[src/sv/b64sc_pkg.sv]
`timescale 1ns / 1ps
// ----------------------------------------------------------------------------
// b64sc_pkg: shared types and alphabet functions
// Burst record passed from the step logic to the result serializer, plus
// the base64 character encode and decode tables.
// ----------------------------------------------------------------------------
package b64sc_pkg;

   localparam int BURST_MAX = 4;
   localparam logic [7:0] PAD_CHAR = 8'h3D;

   localparam logic [1:0] POS_FIRST  = 2'd0;
   localparam logic [1:0] POS_SECOND = 2'd1;
   localparam logic [1:0] POS_THIRD  = 2'd2;
   localparam logic [1:0] POS_FOURTH = 2'd3;

   localparam logic DIR_ENCODE = 1'b0;
   localparam logic DIR_DECODE = 1'b1;

   typedef struct packed {
      logic [BURST_MAX-1:0][7:0] data;
      logic [2:0]                count;
      logic                      err;
      logic                      last;
   } burst_type;

   function automatic logic [7:0] enc_char(input logic [5:0] six);
      logic [7:0] s;
      s = {2'b00, six};
      if (six < 6'd26)      return 8'h41 + s;
      else if (six < 6'd52) return 8'h61 + s - 8'd26;
      else if (six < 6'd62) return 8'h30 + s - 8'd52;
      else if (six == 6'd62) return 8'h2B;
      else return 8'h2F;
   endfunction

   // {valid, six-bit value}
   function automatic logic [6:0] dec_char(input logic [7:0] c);
      if (c >= 8'h41 && c <= 8'h5A)      return {1'b1, 6'(c - 8'h41)};
      else if (c >= 8'h61 && c <= 8'h7A) return {1'b1, 6'(c - 8'h61 + 8'd26)};
      else if (c >= 8'h30 && c <= 8'h39) return {1'b1, 6'(c - 8'h30 + 8'd52)};
      else if (c == 8'h2B)               return {1'b1, 6'd62};
      else if (c == 8'h2F)               return {1'b1, 6'd63};
      else return 7'd0;
   endfunction

endpackage

[src/sv/b64sc_core.sv]
`timescale 1ns / 1ps
// ----------------------------------------------------------------------------
// b64sc_core: input register, stream state and per-beat step logic
// Holds one input beat, computes its burst of results and the next stream
// state, and hands the burst to the serializer when it can take it.
// ----------------------------------------------------------------------------
module b64sc_core (
   input  logic                 clock,
   input  logic                 reset,
   input  logic                 direction,
   input  logic                 clear,
   input  logic                 in_valid,
   output logic                 in_ready,
   input  logic [7:0]           in_byte,
   input  logic                 in_last,
   input  logic                 load_ok,
   output logic                 push,
   output b64sc_pkg::burst_type burst
);

   logic        valid_ff, valid_in;
   logic [7:0]  byte_ff;
   logic        last_ff;

   logic [1:0]  pos_ff, pos_in;
   logic [17:0] held_ff, held_in;
   logic [2:0]  hval_ff, hval_in;
   logic        errs_ff, errs_in;

   logic [6:0]  dec;
   logic        ok;
   logic [5:0]  six;
   logic [23:0] word;
   logic [11:0] ev;
   logic        third;

   assign push     = valid_ff && load_ok;
   assign in_ready = !valid_ff || load_ok;
   assign valid_in = (in_valid && in_ready) ? 1'b1 : (push ? 1'b0 : valid_ff);

   always_ff @(posedge clock) begin
      if (reset) begin
         valid_ff <= 1'b0;
      end else begin
         valid_ff <= valid_in;
      end
      if (in_valid && in_ready) begin
         byte_ff <= in_byte;
         last_ff <= in_last;
      end
   end

   always_comb begin
      dec     = b64sc_pkg::dec_char(byte_ff);
      ok      = dec[6];
      six     = dec[5:0];
      word    = {held_ff, six};
      ev      = {held_ff[3:0], byte_ff};
      third   = hval_ff[2];
      pos_in  = pos_ff;
      held_in = held_ff;
      hval_in = hval_ff;
      errs_in = errs_ff;
      burst   = '0;
      if (direction == b64sc_pkg::DIR_ENCODE) begin
         unique case (pos_ff)
            b64sc_pkg::POS_FIRST: begin
               burst.data[0] = b64sc_pkg::enc_char(byte_ff[7:2]);
               held_in = {16'd0, byte_ff[1:0]};
               pos_in  = b64sc_pkg::POS_SECOND;
               if (last_ff) begin
                  burst.data[1] = b64sc_pkg::enc_char({byte_ff[1:0], 4'd0});
                  burst.data[2] = b64sc_pkg::PAD_CHAR;
                  burst.data[3] = b64sc_pkg::PAD_CHAR;
                  burst.count   = 3'd4;
               end else begin
                  burst.count   = 3'd1;
               end
            end
            b64sc_pkg::POS_SECOND: begin
               burst.data[0] = b64sc_pkg::enc_char({held_ff[1:0], byte_ff[7:4]});
               held_in = {14'd0, byte_ff[3:0]};
               pos_in  = b64sc_pkg::POS_THIRD;
               if (last_ff) begin
                  burst.data[1] = b64sc_pkg::enc_char({byte_ff[3:0], 2'd0});
                  burst.data[2] = b64sc_pkg::PAD_CHAR;
                  burst.count   = 3'd3;
               end else begin
                  burst.count   = 3'd1;
               end
            end
            default: begin
               burst.data[0] = b64sc_pkg::enc_char(ev[11:6]);
               burst.data[1] = b64sc_pkg::enc_char(ev[5:0]);
               burst.count   = 3'd2;
               held_in = '0;
               pos_in  = b64sc_pkg::POS_FIRST;
            end
         endcase
         burst.last = last_ff;
      end else if (errs_ff) begin
         if (last_ff) begin
            burst.count = 3'd1;
            burst.err   = 1'b1;
            burst.last  = 1'b1;
         end
      end else if (pos_ff != b64sc_pkg::POS_FOURTH) begin
         if (last_ff) begin
            burst.count = 3'd1;
            burst.err   = 1'b1;
            burst.last  = 1'b1;
         end else begin
            unique case (pos_ff)
               b64sc_pkg::POS_FIRST:  held_in[17:12] = six;
               b64sc_pkg::POS_SECOND: held_in[11:6]  = six;
               default:               held_in[5:0]   = six;
            endcase
            hval_in[pos_ff] = ok;
            pos_in = pos_ff + 2'd1;
         end
      end else begin
         pos_in  = b64sc_pkg::POS_FIRST;
         held_in = '0;
         hval_in = '0;
         burst.last = last_ff;
         if (hval_ff[1:0] != 2'b11) begin
            burst.count = 3'd1;
            burst.err   = 1'b1;
            errs_in     = 1'b1;
         end else begin
            burst.data[0] = word[23:16];
            burst.data[1] = third ? word[15:8] : word[7:0];
            burst.data[2] = word[7:0];
            burst.count   = 3'd1 + {2'd0, third} + {2'd0, ok};
         end
      end
      if (last_ff) begin
         pos_in  = '0;
         held_in = '0;
         hval_in = '0;
         errs_in = 1'b0;
      end
   end

   always_ff @(posedge clock) begin
      if (reset || clear) begin
         pos_ff  <= '0;
         held_ff <= '0;
         hval_ff <= '0;
         errs_ff <= 1'b0;
      end else if (push) begin
         pos_ff  <= pos_in;
         held_ff <= held_in;
         hval_ff <= hval_in;
         errs_ff <= errs_in;
      end
   end

endmodule

[src/sv/b64sc_emit.sv]
`timescale 1ns / 1ps
// ----------------------------------------------------------------------------
// b64sc_emit: result burst serializer
// Holds one burst of up to four results and sends them one beat per cycle while out_ready is high.
// ----------------------------------------------------------------------------
module b64sc_emit (
   input  logic                 clock,
   input  logic                 reset,
   input  logic                 push,
   input  b64sc_pkg::burst_type burst,
   output logic                 load_ok,
   output logic                 out_valid,
   input  logic                 out_ready,
   output logic [7:0]           out_byte,
   output logic                 out_error,
   output logic                 out_last
);

   logic [b64sc_pkg::BURST_MAX-1:0][7:0] data_ff;
   logic [2:0] cnt_ff, cnt_in;
   logic [1:0] idx_ff, idx_in;
   logic       err_ff;
   logic       last_ff;
   logic       load;

   assign out_valid = cnt_ff != 3'd0;
   assign out_byte  = data_ff[idx_ff];
   assign out_error = err_ff;
   assign out_last  = last_ff && (cnt_ff == 3'd1);
   assign load_ok   = (cnt_ff == 3'd0) || ((cnt_ff == 3'd1) && out_ready);
   assign load      = push && (burst.count != 3'd0);

   always_comb begin
      cnt_in = cnt_ff;
      idx_in = idx_ff;
      if (load) begin
         cnt_in = burst.count;
         idx_in = '0;
      end else if (out_valid && out_ready) begin
         cnt_in = cnt_ff - 3'd1;
         idx_in = idx_ff + 2'd1;
      end
   end

   always_ff @(posedge clock) begin
      if (reset) begin
         cnt_ff <= '0;
         idx_ff <= '0;
      end else begin
         cnt_ff <= cnt_in;
         idx_ff <= idx_in;
      end
      if (load) begin
         data_ff <= burst.data;
         err_ff  <= burst.err;
         last_ff <= burst.last;
      end
   end

endmodule

[src/sv/base64_stream_codec.sv]
`timescale 1ns / 1ps
// ----------------------------------------------------------------------------
// base64_stream_codec: streaming base64 encoder / decoder
// Standard alphabet with '=' padding; direction set through the csr port.
// ----------------------------------------------------------------------------
// Usage:
//   req_ channel: one beat per byte (encode) or character (decode);
//     req_tlast marks the final beat of a message.
//   rsp_ channel: one beat per output character or byte; rsp_tuser flags a
//     decode error (data zero), rsp_tlast closes the message.
//   csr_ port: register 0 (address 0) is direction, 0 encode, 1 decode.
//     Writing it also clears the stream state; write only while idle.
// A request beat is registered, then its results load the four-entry burst
//   buffer when free and leave one beat per cycle while rsp_tready is high.
// Throughput: an item holds the burst buffer until its results (0 to 4)
//   have all left; encode averages 4 results per 3 bytes, decode
//   up to 3 bytes per 4 characters. The input register takes a new beat
//   while the last result of the previous burst is leaving.
// Reset clears direction (encode), the stream state and both channels.
// A stalled receiver holds the current result; the input register then
//   fills and req_tready drops until the burst drains.
// ----------------------------------------------------------------------------
module base64_stream_codec (
   input  logic        clock,
   input  logic        reset,
   input  logic        req_tvalid,
   output logic        req_tready,
   input  logic [7:0]  req_tdata,   // [7:0] in_byte
   input  logic        req_tlast,
   output logic        rsp_tvalid,
   input  logic        rsp_tready,
   output logic [7:0]  rsp_tdata,   // [7:0] out_byte
   output logic        rsp_tuser,   // [0] out_error
   output logic        rsp_tlast,
   input  logic        csr_psel,
   input  logic        csr_penable,
   input  logic        csr_pwrite,
   input  logic [2:0]  csr_paddr,
   input  logic [31:0] csr_pwdata,
   output logic [31:0] csr_prdata,
   output logic        csr_pready
);

   localparam logic REG_DIRECTION = 1'b0;

   logic                 dir_ff;
   logic                 wr_dir;
   logic                 push;
   logic                 load_ok;
   b64sc_pkg::burst_type burst;

   assign csr_pready = 1'b1;
   assign wr_dir = csr_psel && csr_penable && csr_pwrite && csr_pready
                   && (csr_paddr[2] == REG_DIRECTION);
   assign csr_prdata = (csr_paddr[2] == REG_DIRECTION) ? {31'd0, dir_ff} : 32'd0;

   always_ff @(posedge clock) begin
      if (reset) begin
         dir_ff <= b64sc_pkg::DIR_ENCODE;
      end else if (wr_dir) begin
         dir_ff <= csr_pwdata[0];
      end
   end

   b64sc_core u_core (
      .clock     (clock),
      .reset     (reset),
      .direction (dir_ff),
      .clear     (wr_dir),
      .in_valid  (req_tvalid),
      .in_ready  (req_tready),
      .in_byte   (req_tdata),
      .in_last   (req_tlast),
      .load_ok   (load_ok),
      .push      (push),
      .burst     (burst)
   );

   b64sc_emit u_emit (
      .clock     (clock),
      .reset     (reset),
      .push      (push),
      .burst     (burst),
      .load_ok   (load_ok),
      .out_valid (rsp_tvalid),
      .out_ready (rsp_tready),
      .out_byte  (rsp_tdata),
      .out_error (rsp_tuser),
      .out_last  (rsp_tlast)
   );

endmodule

[config.mk]
export PLATFORM = sky130hd
export DESIGN_NAME = base64_stream_codec
export DESIGN_NICKNAME = d
export VERILOG_FILES = /design/src/sv/b64sc_pkg.sv /design/src/sv/b64sc_core.sv /design/src/sv/b64sc_emit.sv /design/src/sv/base64_stream_codec.sv
export SDC_FILE = /design/constraint.sdc
export NUM_CORES = 1
export LEC_CHECK = 0
export CORE_MARGIN = 5
export CORE_UTILIZATION = 59
export DETAILED_ROUTE_END_ITERATION = 6
export DONT_BUFFER_PORTS = 1
export PLACE_DENSITY_LB_ADDON = 0.3
export SYNTH_ARGS = -nofsm -noshare
export SYNTH_HDL_FRONTEND = slang
export SYNTH_SLANG_ARGS = --single-unit
export TNS_END_PERCENT = 5
[constraint.sdc]
create_clock -name clock -period 3.65 [get_ports clock]
set_input_delay 0.9125 -clock clock [delete_from_list [all_inputs] [get_ports clock]]
set_output_delay 0.9125 -clock clock [all_outputs]
set_load 0.005 [all_outputs]
==> results.py, run 1 <==
metrics = {
    "logic_synthesis": {
        "yosys_most_used_dff": "edfxtp_1",
        "synthesis.area_um2": 6083,
        "async_reset_ff_share_pct": 0,
        "synthesis_warning_total": 0,
        "post_synth.cell_area_avg_um2": 8.484,
        "synth_top_cell_by_area": "edfxtp_1",
        "synth-seq-area-share_pct": 27.97,
        "synth.top_cells.by_area": "edfxtp_1, dfxtp_1, ha_1, buf_4, xnor2_1",
        "synthesis.instances": 717,
        "synth_enable_flop_cells": 36,
        "post_synth_num_cell_types": 89,
        "ys_ff_latch": 67,
        "synth_top_area_share_pct": 17.77,
    },
    "timing": {
        "worst-slew-pin-transition_ns": 0.7705,
        "final-hold-violation-count": 0,
        "fin_crit_sh_pct": 95.16,
        "final_slew_viol_count": 0,
        "rsz0062_at_grt": "no",
        "achievable-frequency_ghz": 0.2879,
        "finalClockSkew_ns": 0.01165,
        "final_period_minus_worst_setup_slack_ns": 3.473,
        "worst_slew_margin_rel_pct": 47.98,
        "final-setup-viol-count": 0,
        "setup-tns-final_ns": 0,
    },
    "global_routing": {
        "grt_antenna_before_repair": 0,
        "total_global_routing_overflow": 0,
        "grt_first_pass_wirelength_mm": 28.88,
        "grt_pass1_vias": 5346,
        "globalRouteTotalUtil_pct": 28.64,
        "grt_start_max_net_pins": 32,
    },
    "worst_setup_path": {
        "critical_path_arrival_ns": 3.53,
        "regToRegStartpoint": "u_core.byte_ff[4]$_DFFE_PP_",
        "crit_required_ns": 3.71,
        "worst_path_dominant_cell_family": "compound AO/OA/AOI/OAI gates",
        "crit_buf_inv": 2,
        "slowest_delay_ns": 0.69,
        "worst-setup-path-type": "flop to flop",
        "reg2reg_setup_slack_ns": 0.18,
        "setup.worst_path.start_class": "flop",
        "worstPathMaxFanout": 15,
        "timing.reg2reg.worst_path_depth": 10,
        "reg2reg_to": "u_emit.data_ff[7]$_DFFE_PP_",
        "worst_setup_path_end_kind": "flop",
        "crit_path_cell_trace": "inv_1 > ha_1 > inv_1 > a311o_1 > a211o_1 > nand3_1 > ha_1 > nor4_1 > o22ai_1 > o41a_2",
        "critical_path.slowest_cell": "o41a_2",
    },
    "detailed_routing": {
        "met2_length_mm": 8.769,
        "wl_met1_mm": 7.540,
        "top_layer": "met4",
        "avgRoutedWirePerCell_um": 21.34,
        "routed-via-count": 5623,
        "drt_pre_antenna_iters": 6,
        "wl_met3_mm": 1.493,
        "detail-route-antenna-nets": 0,
        "drc_errors": 0,
        "wirelength_mm": 18.29,
        "drt_iter0_drc": 598,
        "vias_per_cell": 6.561,
    },
    "final_layout": {
        "finish.net_count": 806,
        "layout_commonest_cell": "nand2_1",
        "post_route_cells_drive_above_1_share_pct": 13.18,
        "final.fill_count": 895,
        "final_design_area_no_fill_um2": 6439,
        "antenna-diode-count": 0,
        "flow.area_growth_from_synthesis_pct": 5.841,
        "most-common-layout-cells": "nand2_1, nor2_1, a21oi_1",
        "instances_no_fill": 857,
    },
    "floorplanning": {
        "floorplan.die_area_um2": 12440,
        "die_h_um": 111.5,
        "design.portCount": 96,
        "fp-row-count": 37,
        "horizontal_die_dimension_um": 111.5,
        "core-area_um2": 10180,
        "initial_core_util_pct": 59.73,
    },
    "clock_tree": {
        "cts.reportedPaths.clkPinSlew_ns": 0.09,
        "cts-htree-levels": 3,
        "tritoncts": "built",
        "clk_latency_ns": 0.36,
        "cts.hold.buffers_added": 0,
        "cts_num_sinks": 67,
        "cts-root-buf": "clkbuf_8",
        "cts_made_buffers": 9,
        "cts.path.max_buffers": 2,
    },
    "power_and_ir_drop": {
        "vdd_drop_max_mv": 0.3329,
        "post-layout-total-power_w": 0.003456,
        "cellPowerDensity_nw_per_um2": 536.7,
        "p_leak_nw": 2.384,
    },
    "min_path": {
        "whs_endpoint": "u_core.held_ff[8]$_SDFFE_PP0P_",
        "hold_depth": 2,
        "hp-class": "flop to flop",
        "critical_hold_path_startpoint": "u_core.held_ff[8]$_SDFFE_PP0P_",
    },
    "job": {
        "timing.max_cap.violations": 0,
    },
    "placement": {
        "placed_cells": 838,
        "dpl_cell_area_um2": 6200,
        "dp_hpwl_mm": 13.71,
        "finalWeightedCongestion": 0.9664,
        "portBuffers": 0,
    },
    "run_status": {
        "status": "complete, no violations",
    },
}
## layer usage
metal | GRT usage, % | vias up
li1 | - | 2609
met1 | 38.66 | 2703
met2 | 47.00 | 272
met3 | 4.620 | 39
met4 | 9.570 | 0
met5 | 0 | -
## worst max path at each step
stage                                start                                to  slack (ns)  cells after the start
2_1_floorplan  u_core.byte_ff[1]$_DFFE_PP_     u_emit.cnt_ff[0]$_SDFFE_PP0P_        0.11                     14
3_3_place_gp   u_core.byte_ff[2]$_DFFE_PP_     u_emit.cnt_ff[0]$_SDFFE_PP0P_        0.27                     12
3_5_place_dp   u_core.byte_ff[2]$_DFFE_PP_     u_emit.cnt_ff[0]$_SDFFE_PP0P_        0.24                     12
4_1_cts        u_core.byte_ff[2]$_DFFE_PP_     u_emit.cnt_ff[0]$_SDFFE_PP0P_        0.22                     12
5_1_grt        u_core.byte_ff[2]$_DFFE_PP_  u_emit.data_ff[22]$_SDFFCE_PP0P_        0.02                     10
6_report       u_core.byte_ff[4]$_DFFE_PP_       u_emit.data_ff[7]$_DFFE_PP_        0.18                     10
## state kept, by name, summed over array words and instances (netlist names)
register,cells
u_core.valid_ff,1
u_core.errs_ff,1
u_core.pos_ff,2
u_emit.idx_ff,2
u_emit.data_ff,25
u_core.byte_ff,8
u_emit.cnt_ff,3
u_emit.out_error,1
u_core.held_ff,18
u_emit.last_ff,1
dir_ff,1
u_core.hval_ff,3
u_core.last_ff,1
## per-stage QoR
stage               hold WS (ns)  worst slack (ns)  util, %
floorplan                 0.4206            0.1058        -
global placement          0.4353            0.2710    60.87
detailed placement        0.4482            0.2437    60.87
CTS                       0.4658            0.2198    62.83
global route              0.5056           0.01682    63.22
finish                    0.4676            0.1766    63.22
## area by class of cell
cell class | instances | area [um2] | share of cell area, %
multi-input combinational | 567 | 3939 | 61.17
sequential | 67 | 1702 | 26.43
timing repair buffer | 40 | 312.8 | 4.858
tap | 136 | 170.2 | 2.643
clock buffer | 9 | 123.9 | 1.924
inverter | 31 | 116.4 | 1.807
clock inverter | 7 | 75.07 | 1.166
## kinds of logic (layout without fill, tap and decap cells)
group | count (synthesis) | count (layout) | synth area share, %
adders and majority gates | 39 | 39 | 8.021
DFF | 67 | 67 | 27.97
buffers and inverters | 114 | 87 | 9.564
xor gates and xnor gates | 28 | 28 | 4.031
other | 2 | 32 | 0.1235
and+or+nand+nor | 228 | 228 | 19.52
AOI/OAI and AO/OA | 222 | 223 | 26.94
muxes | 17 | 17 | 3.826
## worst register-to-register path: stages (launching register included)
cell and delay [ns]:
edfxtp_1 0.39, inv_1 0.24, ha_1 0.20, inv_1 0.05, a311o_1 0.39, a211o_1 0.33
nand3_1 0.17, ha_1 0.26, nor4_1 0.23, o22ai_1 0.21, o41a_2 0.69
## power by group
group / total, W / internal [W] / switching, W
registers: 0.00110 / 0.000970 / 0.000126
clock network: 0.000646 / 0.000319 / 0.000328
logic: 0.00171 / 0.000645 / 0.00107
## what timing repair did
item                                   in CTS  in global routing
endpoints found under the hold margin       0                  0
setup buffers                               0                  2
resized for setup                           0                  4
setup endpoints to repair                   0                  3
## Yosys cell counts, types with 7 or more instances
| cell | number |
|---|---|
| a21o_1 | 9 |
| o311ai_0 | 7 |
| and2_1 | 11 |
| a22oi_1 | 8 |
| nor3_1 | 30 |
| dfxtp_1 | 31 |
| edfxtp_1 | 36 |
| ha_1 | 39 |
| nand3_1 | 23 |
| o211ai_1 | 10 |
| mux2i_1 | 12 |
| o21ai_0 | 38 |
| nand2_1 | 51 |
| xnor2_1 | 24 |
| clkbuf_1 | 32 |
| buf_1 | 7 |
| nand4_1 | 11 |
| a22o_1 | 11 |
| buf_2 | 9 |
| a211oi_1 | 7 |
| nor2_1 | 45 |
| a31oi_1 | 12 |
| buf_4 | 32 |
| nor2b_1 | 13 |
| a21oi_1 | 41 |
| nand2b_1 | 12 |
| inv_1 | 27 |
Power figures use the tool's default switching activity.
==> inputs of run 2 (changes only) <==
CTS_CLUSTER_DIAMETER = 150   (was default)
SYNTH_HIERARCHICAL = 1   (was default)
==> results.py, run 2 <==
metrics = {
    "global_routing": {
        "grt_pass1_vias": 5097,
        "globalRouteTotalUtil_pct": 27.31,
        "grt_first_pass_wirelength_mm": 27.45,
        "total_global_routing_overflow": 0,
        "grt_start_max_net_pins": 34,
        "grt_antenna_before_repair": 0,
    },
    "logic_synthesis": {
        "synthesis.area_um2": 6058,
        "post_synth.cell_area_avg_um2": 8.438,
        "async_reset_ff_share_pct": 0,
        "synthesis_warning_total": 6,
        "yosys.cell_count.top_type": "nand2_1",
        "ys_ff_latch": 74,
        "synth_top_area_share_pct": 21.31,
        "synth_enable_flop_cells": 43,
        "synth.top_cells.by_count": "nand2_1, o21ai_0, nor2_1",
        "synth_top_cell_by_area": "edfxtp_1",
        "post_synth_num_cell_types": 77,
        "synthesis.instances": 718,
        "synth-seq-area-share_pct": 31.56,
        "yosys_most_used_dff": "edfxtp_1",
        "synth.top_cells.by_area": "edfxtp_1, dfxtp_1, ha_1, buf_4, nand2_1",
    },
    "timing": {
        "finalClockSkew_ns": 0.007050,
        "finalWorstSetupSlack_ns": 0.2978,
        "rsz0062_at_grt": "no",
        "achievable-frequency_ghz": 0.2983,
        "worst_slew_margin_rel_pct": 35.51,
        "final_period_minus_worst_setup_slack_ns": 3.352,
        "worst-slew-pin-transition_ns": 0.9637,
        "fin_crit_sh_pct": 91.84,
        "final-hold-violation-count": 0,
        "final_slew_viol_count": 0,
        "setup-tns-final_ns": 0,
        "final-setup-viol-count": 0,
    },
    "detailed_routing": {
        "drt_pre_antenna_iters": 6,
        "detail-route-antenna-nets": 0,
        "routed-via-count": 5460,
        "drt_iter0_drc": 669,
        "avgRoutedWirePerCell_um": 20.12,
        "wirelength_mm": 16.90,
        "vias_per_cell": 6.500,
        "drc_errors": 0,
    },
    "floorplanning": {
        "design.portCount": 96,
        "initial_core_util_pct": 59.48,
        "horizontal_die_dimension_um": 111.3,
        "floorplan.die_area_um2": 12390,
        "fp-row-count": 37,
        "die_h_um": 111.3,
        "core-area_um2": 10180,
    },
    "clock_tree": {
        "postCtsSetupRepairBufs": 0,
        "clk_latency_ns": 0.37,
        "cts-htree-levels": 3,
        "tritoncts": "built",
        "cts-root-buf": "clkbuf_8",
        "cts.reportedPaths.clkPinSlew_ns": 0.08,
        "cts_num_sinks": 74,
        "cts.path.max_buffers": 2,
        "cts_made_buffers": 9,
    },
    "final_layout": {
        "largest_register": "u_emit/data_ff",
        "top_regs": "u_emit/data_ff x32, u_core/held_ff x18, u_core/byte_ff x8",
        "post_route_cells_drive_above_1_share_pct": 10.23,
        "largest_register_ffs": 32,
        "antenna-diode-count": 0,
        "most-common-layout-cells": "nand2_1, o21ai_0, nor2_1",
        "multi_input_gate_area_um2": 3652,
        "layout_commonest_cell": "nand2_1",
        "instances_no_fill": 840,
        "finish.net_count": 784,
        "seqCellArea_um2": 1912,
        "final.fill_count": 868,
        "flow.area_growth_from_synthesis_pct": 3.387,
        "utilization_pct": 61.50,
    },
    "worst_setup_path": {
        "reg2reg_to": "u_emit/cnt_ff[1]$_SDFFE_PP0P_",
        "setup.worst_path.start_class": "flop",
        "critPathMostFrequentCell": "ha_1",
        "slowest_delay_ns": 0.45,
        "critical_path.slowest_cell": "or3_1",
        "reg2reg_setup_slack_ns": 0.30,
        "timing.reg2reg.worst_path_depth": 13,
        "worstPathMaxFanout": 7,
        "worst-setup-path-type": "flop to flop",
        "crit_path_start": "u_core/byte_ff[5]$_DFFE_PP_",
        "regToRegStartpoint": "u_core/byte_ff[5]$_DFFE_PP_",
        "worst_setup_path_endpoint": "u_emit/cnt_ff[1]$_SDFFE_PP0P_",
        "worst_setup_path_end_kind": "flop",
        "crit_path_cell_trace": "inv_1 > ha_1 > and3_1 > nor3_1 > or3_1 > o21ai_4 > nor2_1 > ha_1 > a21o_1 > o21ai_0 > o31a_4 > a31o_1 > a221oi_2",
        "critical_path_arrival_ns": 3.63,
        "crit_required_ns": 3.93,
    },
    "placement": {
        "portBuffers": 0,
        "dp_hpwl_mm": 12.40,
        "pre_cts_ws_ns": 0.2327,
        "placed_cells": 824,
        "finalWeightedCongestion": 1.010,
    },
    "min_path": {
        "hp-class": "flop to flop",
    },
    "power_and_ir_drop": {
        "p_leak_nw": 2.364,
        "post-layout-total-power_w": 0.003470,
        "cellPowerDensity_nw_per_um2": 554.1,
        "vdd_drop_max_mv": 0.4552,
    },
    "job": {
        "timing.max_cap.violations": 0,
    },
    "run_status": {
        "status": "complete, no violations",
    },
}
## run 2: layout make-up
cell class | instances | area share [%]
flip-flops and latches | 74 | 30.52
repair buffers | 26 | 3.376
inverters | 29 | 1.738
multi-input cells | 559 | 58.31
well taps | 136 | 2.717
clock inverters | 7 | 1.358
clock buffers | 9 | 1.978
## run 2: power by group
group	total (W)	switching, W	internal [W]
combinational	0.00158	0.00101	0.000575
sequential	0.00121	0.000127	0.00108
clock	0.000676	0.000347	0.000329
total	0.00347	0.00148	0.00199
## run 2: cells by family after synthesis
logic type	share of synthesized area (%)
buffers and inverters	10.28
flip-flops	31.56
XOR/XNOR	2.891
other	0.1859
AND/OR/NAND/NOR	18.22
multiplexers	3.965
adder cells (fa/ha/maj)	7.022
AO/OA/AOI/OAI	25.88
## run 2: worst min path at each step
stage / end / startpoint / depth (start not counted) / slack [ns]
after global routing: u_core/held_ff[5]$_SDFFE_PP0P_ / u_core/held_ff[5]$_SDFFE_PP0P_ / 2 / 0.50
after global placement: u_core/held_ff[4]$_SDFFE_PP0P_ / u_core/held_ff[4]$_SDFFE_PP0P_ / 2 / 0.44
after detailed placement: u_core/held_ff[5]$_SDFFE_PP0P_ / u_core/held_ff[5]$_SDFFE_PP0P_ / 2 / 0.45
after CTS: u_core/held_ff[5]$_SDFFE_PP0P_ / u_core/held_ff[5]$_SDFFE_PP0P_ / 2 / 0.46
final: u_core/held_ff[4]$_SDFFE_PP0P_ / u_core/held_ff[4]$_SDFFE_PP0P_ / 2 / 0.47
after floorplan: u_core/held_ff[4]$_SDFFE_PP0P_ / u_core/held_ff[4]$_SDFFE_PP0P_ / 2 / 0.43
## run 2: metrics by stage
step / hold WS, ns / area [um2]
2_1_floorplan: 0.4312 / 6196
3_5_place_dp: 0.4524 / 6051
5_1_grt: 0.4975 / 6264
3_3_place_gp: 0.4396 / 6051
6_report: 0.4731 / 6264
4_1_cts: 0.4636 / 6260
## run 2: per-layer routing
| layer | vias up | global-route usage (%) | routed length [um] |
|---|---|---|---|
| met4 | 0 | 10.38 | 500 |
| met1 | 2522 | 39.12 | 7146 |
| met5 | - | 0 | 0 |
| met2 | 355 | 40.89 | 7569 |
| li1 | 2536 | - | - |
| met3 | 47 | 5.435 | 1682 |
## run 2: worst max-delay path: cells and delay by family (launching register included)
family | cells | cell delay (ns)
and+or+nand+nor | 4 | 0.79
DFF | 1 | 0.39
buffers and inverters | 1 | 0.27
AOI/OAI and AO/OA | 6 | 1.20
adders and majority gates | 2 | 0.62
## run 2: repair_timing
action | CTS | global route
setup endpoints to repair | 0 | 33
resized for setup | 0 | 1
endpoints found under the hold margin | 0 | 0
hold buffers | 0 | 0
==> inputs of run 3 (changes only) <==
CORE_UTILIZATION = 65   (was 59)
clock period = 3.73 ns   (was 3.65 ns; I/O delays follow)
==> results.py, run 3 (synthesis results as in run 2) <==
metrics = {
    "final_layout": {
        "antenna-diode-count": 0,
        "final.fill_count": 733,
        "finish.net_count": 787,
        "most-common-layout-cells": "nand2_1, o21ai_0, nor2_1",
        "largest_register": "u_emit/data_ff",
        "largest_register_ffs": 32,
        "layout_commonest_cell": "nand2_1",
        "flow.area_growth_from_synthesis_pct": 3.201,
        "instances_no_fill": 818,
        "post_route_cells_drive_above_1_share_pct": 10.61,
        "top_regs": "u_emit/data_ff x32, u_core/held_ff x18, u_core/byte_ff x8",
    },
    "clock_tree": {
        "cts.reportedPaths.clkPinSlew_ns": 0.08,
        "cts-root-buf": "clkbuf_8",
        "clk_latency_ns": 0.36,
        "cts.path.max_buffers": 2,
        "cts_made_buffers": 9,
        "tritoncts": "built",
        "cts_num_sinks": 74,
        "cts-htree-levels": 3,
        "cts.hold.buffers_added": 0,
    },
    "worst_setup_path": {
        "setup.worst_path.start_class": "flop",
        "worst-setup-path-type": "flop to flop",
        "worstPathMaxFanout": 33,
        "critical_path.slowest_cell": "or3_1",
        "critPathMostFrequentCell": "ha_1",
        "crit_path_cell_trace": "inv_1 > ha_1 > a2111oi_4 > nor3_1 > or3_1 > o21ai_4 > nor2_1 > ha_1 > a21o_1 > o21ai_0 > o31a_4 > buf_6",
        "crit_required_ns": 3.75,
        "slowest_delay_ns": 0.45,
        "critical_path_arrival_ns": 3.52,
        "worst_setup_path_end_kind": "flop",
    },
    "timing": {
        "fin_crit_sh_pct": 93.81,
        "worst-slew-pin-transition_ns": 0.8335,
        "final-hold-violation-count": 0,
        "worst_slew_margin_rel_pct": 44.01,
        "achievable-frequency_ghz": 0.2858,
        "final_slew_viol_count": 0,
        "final-setup-viol-count": 0,
        "rsz0062_at_grt": "no",
        "finalClockSkew_ns": 0.01723,
        "final_period_minus_worst_setup_slack_ns": 3.499,
        "holdWs_ns": 0.4654,
        "setup-tns-final_ns": 0,
    },
    "detailed_routing": {
        "wirelength_mm": 17.19,
        "detail-route-antenna-nets": 0,
        "top_layer": "met4",
        "met2_length_mm": 7.987,
        "drc_errors": 0,
        "wl_met3_mm": 1.730,
        "drt_iter0_drc": 691,
        "vias_per_cell": 6.786,
        "avgRoutedWirePerCell_um": 21.02,
        "routed-via-count": 5551,
        "drt_pre_antenna_iters": 5,
        "wl_met1_mm": 7.062,
    },
    "placement": {
        "dp_hpwl_mm": 12.83,
        "finalWeightedCongestion": 0.9619,
        "portBuffers": 0,
        "placed_cells": 802,
    },
    "run_status": {
        "status": "complete, no violations",
    },
    "power_and_ir_drop": {
        "p_leak_nw": 2.370,
        "cellPowerDensity_nw_per_um2": 547.4,
        "vdd_drop_max_mv": 0.3893,
        "post-layout-total-power_w": 0.003422,
    },
    "floorplanning": {
        "design.portCount": 96,
        "die_h_um": 106.5,
        "core-area_um2": 9153,
        "fp-row-count": 35,
        "initial_core_util_pct": 66.19,
        "floorplan.die_area_um2": 11350,
        "horizontal_die_dimension_um": 106.5,
    },
    "global_routing": {
        "grt_pass1_vias": 5149,
        "globalRouteTotalUtil_pct": 30.54,
        "total_global_routing_overflow": 0,
        "grt_first_pass_wirelength_mm": 27.61,
        "grt_start_max_net_pins": 34,
        "grt_antenna_before_repair": 0,
    },
    "min_path": {
        "hp-class": "flop to flop",
    },
    "job": {
        "timing.max_cap.violations": 0,
    },
}
## run 3: cell type report
cell class	instances	area (um2)	share of cell area, %
clock buffer	9	123.9	1.981
sequential	74	1912	30.58
inverter	29	108.9	1.741
multi-input combinational	559	3665	58.62
tap	111	138.9	2.221
timing repair buffer	29	221.5	3.542
clock inverter	7	82.58	1.321
## run 3: through the flow
stage	setup WS [ns]	instance area (um2)	util, %
CTS	0.1672	6236	68.13
floorplan	0.02790	6190	-
detailed placement	0.1897	6030	65.88
finish	0.2307	6252	68.31
global route	0.03162	6252	68.31
global placement	0.3078	6030	65.88
## run 3: per-layer routing
layer	track usage, %	vias up
met2	48.87	382
met5	0	-
li1	-	2537
met1	43.40	2590
met3	4.250	42
met4	8.493	0
## run 3: final timing paths
check | start | to | slack [ns] | cells after the start
max | u_core/byte_ff[2]$_DFFE_PP_ | u_emit/data_ff[15]$_DFFE_PP_ | 0.23 | 12
min | u_core/held_ff[5]$_SDFFE_PP0P_ | u_core/held_ff[5]$_SDFFE_PP0P_ | 0.47 | 2
max reg2reg | u_core/byte_ff[2]$_DFFE_PP_ | u_emit/data_ff[15]$_DFFE_PP_ | 0.23 | 12
min reg2reg | u_core/held_ff[5]$_SDFFE_PP0P_ | u_core/held_ff[5]$_SDFFE_PP0P_ | 0.47 | 2
## run 3: where the power goes
group          total, W  internal, W  switching (W)
logic           0.00158     0.000576        0.00100
clock network  0.000669     0.000321       0.000348
registers       0.00118      0.00106       0.000116
## run 3: what timing repair did
item / CTS / global route
endpoints found under the setup margin: 0 / 34
gates resized for setup: 0 / 2
buffers inserted: 0 / 0
## run 3: worst max-delay path: cells and delay by family (launching register included)
kind | cells | cell delay [ns]
AO/OA/AOI/OAI | 5 | 1.08
AND/OR/NAND/NOR | 3 | 0.67
adder cells (fa/ha/maj) | 2 | 0.59
flip-flops | 1 | 0.42
buffers and inverters | 2 | 0.40
